File: config.mk
export PLATFORM = sky130hd
export DESIGN_NAME = utf8_text_sanitizer_top
export DESIGN_NICKNAME = d
export VERILOG_FILES = /design/src/rtl/core/uts_pkg.sv /design/src/rtl/core/uts_fifo.sv /design/src/rtl/core/uts_front.sv /design/src/rtl/core/uts_back.sv /design/src/rtl/core/utf8_text_sanitizer_top.sv
export SDC_FILE = /design/constraint.sdc
export NUM_CORES = 1
export LEC_CHECK = 0
export ABC_AREA = 1
export BUFFER_PORTS_ARGS = -buffer_cell sky130_fd_sc_hd__buf_4
export CAP_MARGIN = 0
export CORE_MARGIN = 1.5
export CORE_UTILIZATION = 55
export DETAILED_ROUTE_END_ITERATION = 10
export GPL_TIMING_DRIVEN = 0
export HOLD_SLACK_MARGIN = 0.1
export PLACE_DENSITY = 0.72
export SYNTH_ARGS = -nofsm -noshare
export SYNTH_HDL_FRONTEND = slang
export SYNTH_SLANG_ARGS = --single-unit
export TNS_END_PERCENT = 1
File: constraint.sdc
create_clock -name clk_i -period 5.3 [get_ports clk_i]
set_clock_uncertainty 0.15 [all_clocks]
set_input_delay 0 -clock clk_i [delete_from_list [all_inputs] [get_ports clk_i]]
set_output_delay 0 -clock clk_i [all_outputs]
set_load 0.05 [all_outputs]
File: src/rtl/core/uts_pkg.sv
// ----------------------------------------------------------------------------
// uts_pkg
// Types, constants and helpers of the UTF-8 text sanitizer.
// ----------------------------------------------------------------------------
`timescale 1ns / 1ps
`default_nettype none

package uts_pkg;

  localparam int unsigned FIFO_DEPTH = 4;
  localparam int unsigned CNT_W      = 9;
  localparam int unsigned CODE_W     = 21;

  localparam logic [CNT_W-1:0] CNT_MAX       = 9'd511;
  localparam logic [7:0]       LIMIT_RESET   = 8'd160;
  localparam logic [3:0]       INV_LEN       = 4'd9;

  localparam logic [6:0] CH_SPACE = 7'h20;
  localparam logic [6:0] CH_X     = 7'h78;
  localparam logic [6:0] CH_LBRK  = 7'h5B;
  localparam logic [6:0] CH_RBRK  = 7'h5D;
  localparam logic [6:0] CH_U     = 7'h55;
  localparam logic [6:0] CH_PLUS  = 7'h2B;

  localparam logic [CODE_W-1:0] CP_TIMES = 21'h0000D7;

  typedef enum logic [1:0] {
    BODY_NONE = 2'd0,
    BODY_CHAR = 2'd1,
    BODY_CODE = 2'd2,
    BODY_INV  = 2'd3
  } body_e;

  typedef struct packed {
    logic              inv_pre;
    body_e             body;
    logic [6:0]        chr;
    logic [CODE_W-1:0] code;
  } uts_cmd_t;

  // hex digits printed for a code point: four to six
  function automatic logic [2:0] code_digits(input logic [CODE_W-1:0] cp);
    logic [2:0] d;
    d = 3'd4;
    if (cp[20]) begin
      d = 3'd6;
    end else if (cp[19:16] != 4'd0) begin
      d = 3'd5;
    end
    return d;
  endfunction

endpackage

`default_nettype wire

File: src/rtl/core/uts_fifo.sv
// ----------------------------------------------------------------------------
// uts_fifo
// Short command queue between the classifier and the expander.
// ----------------------------------------------------------------------------
`timescale 1ns / 1ps
`default_nettype none

module uts_fifo
  import uts_pkg::*;
#(
  parameter int unsigned DEPTH = FIFO_DEPTH
) (
  input  wire logic     clk_i,
  input  wire logic     rst_ni,
  input  wire logic     push_i,
  input  wire uts_cmd_t data_i,
  output logic          full_o,
  input  wire logic     pop_i,
  output logic          valid_o,
  output uts_cmd_t      data_o
);

  localparam int unsigned AW = (DEPTH > 1) ? $clog2(DEPTH) : 1;
  localparam int unsigned CW = $clog2(DEPTH + 1);
  localparam logic [AW-1:0] LAST_IDX = AW'(DEPTH - 1);
  localparam logic [CW-1:0] FULL_CNT = CW'(DEPTH);

  uts_cmd_t         mem_q [DEPTH];
  logic [AW-1:0]    wr_ptr_q, wr_ptr_d;
  logic [AW-1:0]    rd_ptr_q, rd_ptr_d;
  logic [CW-1:0]    cnt_q, cnt_d;
  logic             do_push, do_pop;

  assign full_o  = (cnt_q == FULL_CNT);
  assign valid_o = (cnt_q != '0);
  assign data_o  = mem_q[rd_ptr_q];
  assign do_push = push_i && !full_o;
  assign do_pop  = pop_i && valid_o;

  always_comb begin
    wr_ptr_d = wr_ptr_q;
    rd_ptr_d = rd_ptr_q;
    cnt_d    = cnt_q;
    if (do_push) begin
      wr_ptr_d = (wr_ptr_q == LAST_IDX) ? '0 : wr_ptr_q + 1'b1;
    end
    if (do_pop) begin
      rd_ptr_d = (rd_ptr_q == LAST_IDX) ? '0 : rd_ptr_q + 1'b1;
    end
    if (do_push && !do_pop) begin
      cnt_d = cnt_q + 1'b1;
    end else if (!do_push && do_pop) begin
      cnt_d = cnt_q - 1'b1;
    end
  end

  always_ff @(posedge clk_i or negedge rst_ni) begin
    if (!rst_ni) begin
      wr_ptr_q <= '0;
      rd_ptr_q <= '0;
      cnt_q    <= '0;
    end else begin
      wr_ptr_q <= wr_ptr_d;
      rd_ptr_q <= rd_ptr_d;
      cnt_q    <= cnt_d;
    end
  end

  always_ff @(posedge clk_i) begin
    if (do_push) begin
      mem_q[wr_ptr_q] <= data_i;
    end
  end

endmodule

`default_nettype wire

File: src/rtl/core/uts_front.sv
// ----------------------------------------------------------------------------
// uts_front
// Decodes one byte per cycle while accept_i is high, tracks the UTF-8 sequence
// and output count, and issues one expansion command per byte that produces output.
// ----------------------------------------------------------------------------
`timescale 1ns / 1ps
`default_nettype none

module uts_front
  import uts_pkg::*;
(
  input  wire logic       clk_i,
  input  wire logic       rst_ni,
  input  wire logic       cfg_valid_i,
  input  wire logic [7:0] cfg_data_i,
  input  wire logic       accept_i,
  input  wire logic [7:0] in_byte_i,
  input  wire logic       end_of_string_i,
  output logic            cmd_valid_o,
  output uts_cmd_t        cmd_o
);

  logic [7:0]        limit_q;
  logic [1:0]        exp_q, exp_d;
  logic [1:0]        seen_q, seen_d;
  logic [CODE_W-1:0] acc_q, acc_d;
  logic [CNT_W-1:0]  cnt_q, cnt_d;

  logic              pending, is_cont, broken, start_en;
  logic [CODE_W-1:0] acc_new;
  logic [1:0]        seen_new;
  logic [9:0]        base;
  logic [3:0]        body_len;
  logic [10:0]       total;
  logic [1:0]        need;
  logic [CODE_W-1:0] lead_cp;
  uts_cmd_t          cmd;

  assign pending  = (exp_q != 2'd0);
  assign is_cont  = (in_byte_i[7:6] == 2'b10);
  assign broken   = pending && !is_cont;
  assign start_en = !pending || broken;
  assign base     = {1'b0, cnt_q} + (broken ? {6'd0, INV_LEN} : 10'd0);
  assign acc_new  = {acc_q[CODE_W-7:0], in_byte_i[5:0]};
  assign seen_new = seen_q + 2'd1;

  always_comb begin
    need    = 2'd0;
    lead_cp = '0;
    if (in_byte_i[7:5] == 3'b110) begin
      need    = 2'd1;
      lead_cp = {16'd0, in_byte_i[4:0]};
    end else if (in_byte_i[7:4] == 4'b1110) begin
      need    = 2'd2;
      lead_cp = {17'd0, in_byte_i[3:0]};
    end else if (in_byte_i[7:3] == 5'b11110) begin
      need    = 2'd3;
      lead_cp = {18'd0, in_byte_i[2:0]};
    end
  end

  always_comb begin
    cmd         = '0;
    cmd.body    = BODY_NONE;
    exp_d       = exp_q;
    seen_d      = seen_q;
    acc_d       = acc_q;
    cmd.inv_pre = broken;

    if (pending && is_cont) begin
      if (seen_new >= exp_q) begin
        if (exp_q == 2'd1 && acc_new == CP_TIMES) begin
          cmd.body = BODY_CHAR;
          cmd.chr  = CH_X;
        end else begin
          cmd.body = BODY_CODE;
          cmd.code = acc_new;
        end
        exp_d  = '0;
        seen_d = '0;
        acc_d  = '0;
      end else if (end_of_string_i) begin
        cmd.body = BODY_INV;
      end else begin
        seen_d = seen_new;
        acc_d  = acc_new;
      end
    end

    if (broken) begin
      exp_d  = '0;
      seen_d = '0;
      acc_d  = '0;
    end

    if (start_en && (base < {2'd0, limit_q})) begin
      if (in_byte_i >= 8'd32 && in_byte_i <= 8'd126) begin
        cmd.body = BODY_CHAR;
        cmd.chr  = in_byte_i[6:0];
      end else if (in_byte_i < 8'd32) begin
        cmd.body = BODY_CHAR;
        cmd.chr  = CH_SPACE;
      end else if (is_cont) begin
        cmd.body = BODY_NONE;
      end else if (need == 2'd0 || end_of_string_i) begin
        cmd.body = BODY_INV;
      end else begin
        exp_d  = need;
        seen_d = '0;
        acc_d  = lead_cp;
      end
    end

    if (end_of_string_i) begin
      exp_d  = '0;
      seen_d = '0;
      acc_d  = '0;
    end
  end

  always_comb begin
    case (cmd.body)
      BODY_CHAR: body_len = 4'd1;
      BODY_INV:  body_len = INV_LEN;
      BODY_CODE: body_len = 4'd4 + {1'b0, code_digits(cmd.code)};
      default:   body_len = 4'd0;
    endcase
    total = {1'b0, base} + {7'd0, body_len};
    if (end_of_string_i) begin
      cnt_d = '0;
    end else if (total > {2'd0, CNT_MAX}) begin
      cnt_d = CNT_MAX;
    end else begin
      cnt_d = total[CNT_W-1:0];
    end
  end

  assign cmd_o       = cmd;
  assign cmd_valid_o = accept_i && (cmd.inv_pre || cmd.body != BODY_NONE);

  always_ff @(posedge clk_i or negedge rst_ni) begin
    if (!rst_ni) begin
      limit_q <= LIMIT_RESET;
      exp_q   <= '0;
      seen_q  <= '0;
      acc_q   <= '0;
      cnt_q   <= '0;
    end else begin
      if (cfg_valid_i) begin
        limit_q <= cfg_data_i;
      end
      if (accept_i) begin
        exp_q  <= exp_d;
        seen_q <= seen_d;
        acc_q  <= acc_d;
        cnt_q  <= cnt_d;
      end
    end
  end

endmodule

`default_nettype wire

File: src/rtl/core/uts_back.sv
// ----------------------------------------------------------------------------
// uts_back
// Expands the queue head into characters, one per cycle while pop_i is high.
// ----------------------------------------------------------------------------
`timescale 1ns / 1ps
`default_nettype none

module uts_back
  import uts_pkg::*;
(
  input  wire logic     clk_i,
  input  wire logic     rst_ni,
  input  wire logic     head_valid_i,
  input  wire uts_cmd_t head_i,
  output logic          head_pop_o,
  input  wire logic     pop_i,
  output logic [6:0]    out_char_o,
  output logic          run_last_o
);

  function automatic logic [6:0] inv_char(input logic [3:0] p);
    logic [6:0] ch;
    case (p)
      4'd0:    ch = CH_LBRK;
      4'd1:    ch = 7'h69;
      4'd2:    ch = 7'h6E;
      4'd3:    ch = 7'h76;
      4'd4:    ch = 7'h61;
      4'd5:    ch = 7'h6C;
      4'd6:    ch = 7'h69;
      4'd7:    ch = 7'h64;
      default: ch = CH_RBRK;
    endcase
    return ch;
  endfunction

  function automatic logic [6:0] hex_char(input logic [3:0] n);
    logic [6:0] ch;
    if (n < 4'd10) begin
      ch = 7'h30 + {3'd0, n};
    end else begin
      ch = 7'h37 + {3'd0, n};
    end
    return ch;
  endfunction

  logic [3:0]  pos_q, pos_d;
  logic        pre_done_q, pre_done_d;
  logic        in_pre, seg_last, take;
  logic [2:0]  digits;
  logic [3:0]  seg_len;
  logic [3:0]  nib_idx;
  logic [3:0]  nibble;
  logic [23:0] code_ext;
  logic [6:0]  code_ch;

  assign in_pre   = head_i.inv_pre && !pre_done_q;
  assign digits   = code_digits(head_i.code);
  assign code_ext = {3'd0, head_i.code};

  always_comb begin
    if (in_pre) begin
      seg_len = INV_LEN;
    end else begin
      case (head_i.body)
        BODY_INV:  seg_len = INV_LEN;
        BODY_CODE: seg_len = 4'd4 + {1'b0, digits};
        default:   seg_len = 4'd1;
      endcase
    end
  end

  assign seg_last   = (pos_q == seg_len - 4'd1);
  assign run_last_o = seg_last && (!in_pre || head_i.body == BODY_NONE);

  // digit index counts down from the most significant printed nibble
  assign nib_idx = {1'b0, digits} + 4'd2 - pos_q;

  always_comb begin
    case (nib_idx)
      4'd0:    nibble = code_ext[3:0];
      4'd1:    nibble = code_ext[7:4];
      4'd2:    nibble = code_ext[11:8];
      4'd3:    nibble = code_ext[15:12];
      4'd4:    nibble = code_ext[19:16];
      default: nibble = code_ext[23:20];
    endcase
    case (pos_q)
      4'd0:    code_ch = CH_LBRK;
      4'd1:    code_ch = CH_U;
      4'd2:    code_ch = CH_PLUS;
      default: code_ch = seg_last ? CH_RBRK : hex_char(nibble);
    endcase
  end

  always_comb begin
    if (in_pre) begin
      out_char_o = inv_char(pos_q);
    end else begin
      case (head_i.body)
        BODY_CHAR: out_char_o = head_i.chr;
        BODY_INV:  out_char_o = inv_char(pos_q);
        BODY_CODE: out_char_o = code_ch;
        default:   out_char_o = CH_SPACE;
      endcase
    end
  end

  assign take       = pop_i && head_valid_i;
  assign head_pop_o = take && run_last_o;

  always_comb begin
    pos_d      = pos_q;
    pre_done_d = pre_done_q;
    if (take) begin
      if (run_last_o) begin
        pos_d      = '0;
        pre_done_d = 1'b0;
      end else if (seg_last) begin
        pos_d      = '0;
        pre_done_d = 1'b1;
      end else begin
        pos_d = pos_q + 4'd1;
      end
    end
  end

  always_ff @(posedge clk_i or negedge rst_ni) begin
    if (!rst_ni) begin
      pos_q      <= '0;
      pre_done_q <= 1'b0;
    end else begin
      pos_q      <= pos_d;
      pre_done_q <= pre_done_d;
    end
  end

endmodule

`default_nettype wire

File: src/rtl/core/utf8_text_sanitizer_top.sv
// ----------------------------------------------------------------------------
// utf8_text_sanitizer_top
// Byte stream in, printable ASCII characters out, UTF-8 shown as [U+XXXX].
//
//   channel   direction  handshake             payload
//   input     in         push / full           in_byte_i, end_of_string_i
//   result    out        empty / pop           out_char_o, run_last_o
//   config    in         cfg_valid_i / ready   cfg_data_i (char_limit)
//
// The decoder takes one byte per cycle while full is low and writes a command
// into a short queue; the expander sends one character per cycle from the
// queue head while pop is high. An escape holds the expander for its whole
// bracketed text, so full rises once the queue fills behind it.
// Reset takes effect at once, with no clearing pass; char_limit returns to 160.
// Either side may stall without blocking the other until the queue is full.
// ----------------------------------------------------------------------------
`timescale 1ns / 1ps
`default_nettype none

module utf8_text_sanitizer_top
  import uts_pkg::*;
#(
  parameter int unsigned QUEUE_DEPTH = FIFO_DEPTH
) (
  input  wire logic       clk_i,
  input  wire logic       rst_ni,
  input  wire logic       cfg_valid_i,
  output logic            cfg_ready_o,
  input  wire logic [7:0] cfg_data_i,
  input  wire logic       push,
  output logic            full,
  input  wire logic [7:0] in_byte_i,
  input  wire logic       end_of_string_i,
  output logic            empty,
  input  wire logic       pop,
  output logic [6:0]      out_char_o,
  output logic            run_last_o
);

  logic     accept;
  logic     cmd_valid;
  uts_cmd_t cmd;
  logic     head_valid;
  uts_cmd_t head;
  logic     head_pop;

  assign cfg_ready_o = 1'b1;
  assign accept      = push && !full;
  assign empty       = !head_valid;

  uts_front u_front (
    .clk_i           (clk_i),
    .rst_ni          (rst_ni),
    .cfg_valid_i     (cfg_valid_i),
    .cfg_data_i      (cfg_data_i),
    .accept_i        (accept),
    .in_byte_i       (in_byte_i),
    .end_of_string_i (end_of_string_i),
    .cmd_valid_o     (cmd_valid),
    .cmd_o           (cmd)
  );

  uts_fifo #(
    .DEPTH (QUEUE_DEPTH)
  ) u_fifo (
    .clk_i   (clk_i),
    .rst_ni  (rst_ni),
    .push_i  (cmd_valid),
    .data_i  (cmd),
    .full_o  (full),
    .pop_i   (head_pop),
    .valid_o (head_valid),
    .data_o  (head)
  );

  uts_back u_back (
    .clk_i        (clk_i),
    .rst_ni       (rst_ni),
    .head_valid_i (head_valid),
    .head_i       (head),
    .head_pop_o   (head_pop),
    .pop_i        (pop),
    .out_char_o   (out_char_o),
    .run_last_o   (run_last_o)
  );

endmodule

`default_nettype wire

==> impl_metrics.csv <==
group,metric,value,unit
run_status,status,"complete, no violations",
detailed_routing,drt-total-wl,21800,um
worst_setup_path,startpoint_type,"flip-flop",
worst_setup_path,critPathMostFrequentCell,"nand2_1",
power,power.switching,2.79,mW
detailed_routing,wire_per_inst,16.2,um
power,comb_power_share,51.3,%
yosys,syn_inst,1021,
clocking,numClockSinks,172,
worst_setup_path,crit_path_top_delay_cell,"dfrtp_1",
finish,final_util,65.6,%
global_routing,grt_pass1_wl,35900,um
power,power.leakage,4.69,nW
sta,finalCritPeriodShare,93.8,%
hold_path,worstHoldStart,"cfg_data_i[2]",
sta,tightest_slew,0.784,ns
yosys,synth-main-ff-cell,"edfxtp_1",
global_routing,antenna_found_initial,0,
yosys,ys_warn_count,0,
finish,num_antenna_cells,0,
yosys,seq_area_frac_synth,53.3,%
global_routing,grt_max_degree,47,
run,drv_cap,0,
yosys,synth_edf_count,124,
detailed_routing,vias,7358,
die,io_pins,33,
worst_setup_path,worstPathArrival,5.14,ns
placed_design,dp_hpwl,15200,um
die,dieArea,0.0176,mm2
die,rows,47,
detailed_routing,drc,0,
sta,hold_viol,0,
worst_setup_path,crit_start,"u_front.exp_q[0]",
detailed_routing,routed.top_layer,"met4",
worst_setup_path,cp_num_buf_inv,6,
die,fp.dieH,133,um
clocking,ctsLongestPathBuffers,2,
detailed_routing,wl_met3,1380,um
finish,areaGrowthSynthToFinish,17.3,%
sta,post-route-min-period,4.97,ns
detailed_routing,first_pass_iters,5,
global_routing,overflow,0,
yosys,synth-async-reset-ratio,27.9,%
finish,nets,1166,
power,p_per_area,592,mW/mm2
die,die_x,133,um
sta,slew_headroom,47.3,%
sta,fmax,201,MHz
power,pwr-share-seq,28.7,%
worst_setup_path,required,5.47,ns
clocking,cts_tree,"built",
hold_path,worstHoldPathType,"input pin to flip-flop",
die,start_util,56.0,%
clocking,clkSlewWorstSetupHoldPaths,0.06,ns
clocking,cts_buffers,17,
power,power.internal,3.63,mW
finish,final.fill_count,1333,
die,coreArea,0.0165,mm2
sta,hold_ws,0.170,ns
sta,finalSetupViolations,0,
clocking,cts_max_level,4,
worst_setup_path,critPathKind,"flip-flop to flip-flop",
worst_setup_path,max_stage_delay,0.39,ns
worst_setup_path,rr_startpoint,"u_front.exp_q[0]",
yosys,ys_ff_latch,172,
finish,drive_above_1_share,13.3,%
yosys,syn_area,0.00925,mm2
sta,setup_tns,0,ns
yosys,synth.distinct_cells,54,
clocking,insertion_delay,0.43,ns
power,p_sw_share,43.4,%
power,power_frac_clock,19.9,%
clocking,cts-root-buf,"clkbuf_16",
worst_setup_path,path_max_fanout,6,
sta,finalMaxSlewViolations,0,
detailed_routing,ant_nets,0,
detailed_routing,wl_met2,10700,um
worst_setup_path,crit_family,"simple AND/OR/NAND/NOR gates",
placed_design,gp_congestion,0.936,
worst_setup_path,r2r_slack,0.33,ns
yosys,postSynthAreaPerCell,9.06,um2
detailed_routing,drt_iter0_drc,673,
global_routing,grt_pass1_vias,7035,
global_routing,grtUsageTotal,26.4,%
detailed_routing,wl_met1,9340,um
detailed_routing,via_per_inst,5.48,
placed_design,io_buffers,30,
power,irDropWorstVdd,0.000643,V
yosys,syn_nets,1077,
worst_setup_path,end_kind,"flip-flop",
-- synth_stat cells, types with 10 or more instances --
library cell,n,area share [%]
o22ai_1,21,1.4
inv_1,129,5.2
edfxtp_1,124,40
ha_1,31,4.2
dfrtp_1,46,12
nor2_1,91,3.7
o21ai_0,91,4.9
buf_2,10,0.54
clkbuf_1,14,0.57
xor2_1,10,0.95
nand3_1,65,3.5
nand2_1,218,8.8
nor3_1,36,1.9
a21oi_1,21,1.1
-- worst paths after layout --
check	to	depth (start not counted)
max	u_front.cnt_q[8]	34
min	u_front.limit_q[2]	4
max reg2reg	u_front.cnt_q[8]	34
min reg2reg	u_front.limit_q[7]	2
max in group asynchronous	u_back.pos_q[3]	4
min in group asynchronous	u_front.limit_q[5]	3
-- flip-flops by register name (all words and copies together), names as in the netlist --
| signal | count |
|---|---|
| u_front.acc_q | 15 |
| u_back.pos_q | 4 |
| u_front.cnt_q | 9 |
| u_front.seen_q | 2 |
| u_front.exp_q | 2 |
| u_fifo.rd_ptr_q | 2 |
| u_fifo.cnt_q | 3 |
| u_fifo.wr_ptr_q | 2 |
| u_front.limit_q | 8 |
| u_fifo.mem_q | 124 |
| u_back.pre_done_q | 1 |
-- area by class of cell --
| type | instances | area [um2] | area share, % |
|---|---|---|---|
| Buffer | 34 | 200 | 1.85 |
| Clock buffer | 24 | 462 | 4.26 |
| Clock inverter | 8 | 143 | 1.31 |
| Inverter | 136 | 515 | 4.75 |
| Multi-Input combinational cell | 679 | 3660 | 33.7 |
| Sequential cell | 172 | 4930 | 45.4 |
| Tap cell | 220 | 275 | 2.54 |
| Timing Repair Buffer | 70 | 666 | 6.14 |
-- timing repair --
| item | CTS | global route |
|---|---|---|
| hold buffers | 26 | 0 |
| setup endpoints to repair | 2 | 7 |
| endpoints found under the hold margin | 131 | 0 |
| buffers inserted | 0 | 10 |
| resized for setup | 2 | 9 |
| gates cloned | 0 | 0 |
| pin swaps | 0 | 4 |
-- cells by family (layout without fill, tap and decap cells) --
logic type / Yosys count / count (layout) / synth area share, %
flip-flops: 172 / 172 / 53.3
other: 1 / 1 / 0.0405
buffers and inverters: 170 / 272 / 7.71
XOR/XNOR: 15 / 15 / 1.50
AND/OR/NAND/NOR: 460 / 460 / 22.1
adder cells (fa/ha/maj): 34 / 34 / 4.84
multiplexers: 1 / 1 / 0.122
AO/OA/AOI/OAI: 168 / 168 / 10.4
-- layer usage --
layer / global-route usage [%] / up-vias
li1: - / 3610
met1: 35.0 / 3440
met2: 44.8 / 272
met3: 3.83 / 36
met4: 9.16 / 0
met5: 0 / -
-- through the flow --
| step | setup slack, ns | power (mW) | instances | instance area (um2) |
|---|---|---|---|---|
| 5_1_grt | -0.0182 | 6.90 | 1343 | 10800 |
| 6_report | 0.328 | 6.42 | 1343 | 10800 |
| 3_3_place_gp | -0.942 | 4.99 | 1271 | 9750 |
| 3_5_place_dp | -0.0241 | 5.08 | 1275 | 9870 |
| 2_1_floorplan | 0.504 | 4.22 | 1021 | 9250 |
| 4_1_cts | 0.0216 | 6.39 | 1333 | 10800 |
-- cell usage in the layout, fill, tap and decap left out, types with 3 or more instances in the layout --
master / instances
nand2_1: 216
inv_1: 128
edfxtp_1: 124
o21ai_0: 90
nor2_1: 85
nand3_1: 65
dfrtp_1: 46
buf_4: 42
nor3_1: 36
ha_1: 29
dlygate4sd3_1: 25
a21oi_1: 21
o22ai_1: 21
clkbuf_1: 20
clkbuf_16: 17
nand2_2: 11
buf_2: 10
xor2_1: 10
nor2_2: 8
nand4_1: 8
buf_6: 7
o21ai_1: 7
nor2_4: 6
nor4_1: 6
inv_2: 5
nand2_4: 5
xnor2_1: 4
or2_2: 4
a31oi_1: 4
o21ai_2: 4
a32oi_1: 4
bufinv_16: 4
a32o_1: 3
o31ai_1: 3
nand4_2: 3
clkinv_2: 3
buf_12: 3
-- tightest hold or removal path, stage by stage --
cell and delay [ns]:
dlygate4sd3_1 0.52, buf_4 0.09, nand2_1 0.04, o21ai_0 0.06
-- power by group through the flow --
stage	logic (mW)	registers [mW]	clock network (mW)
2_1_floorplan	2.37	1.85	0
3_3_place_gp	3.11	1.88	0
3_5_place_dp	3.22	1.87	0
4_1_cts	3.25	1.84	1.29
5_1_grt	3.70	1.87	1.34
6_report	3.29	1.84	1.28
No activity file was read; power rests on OpenSTA's default activity.
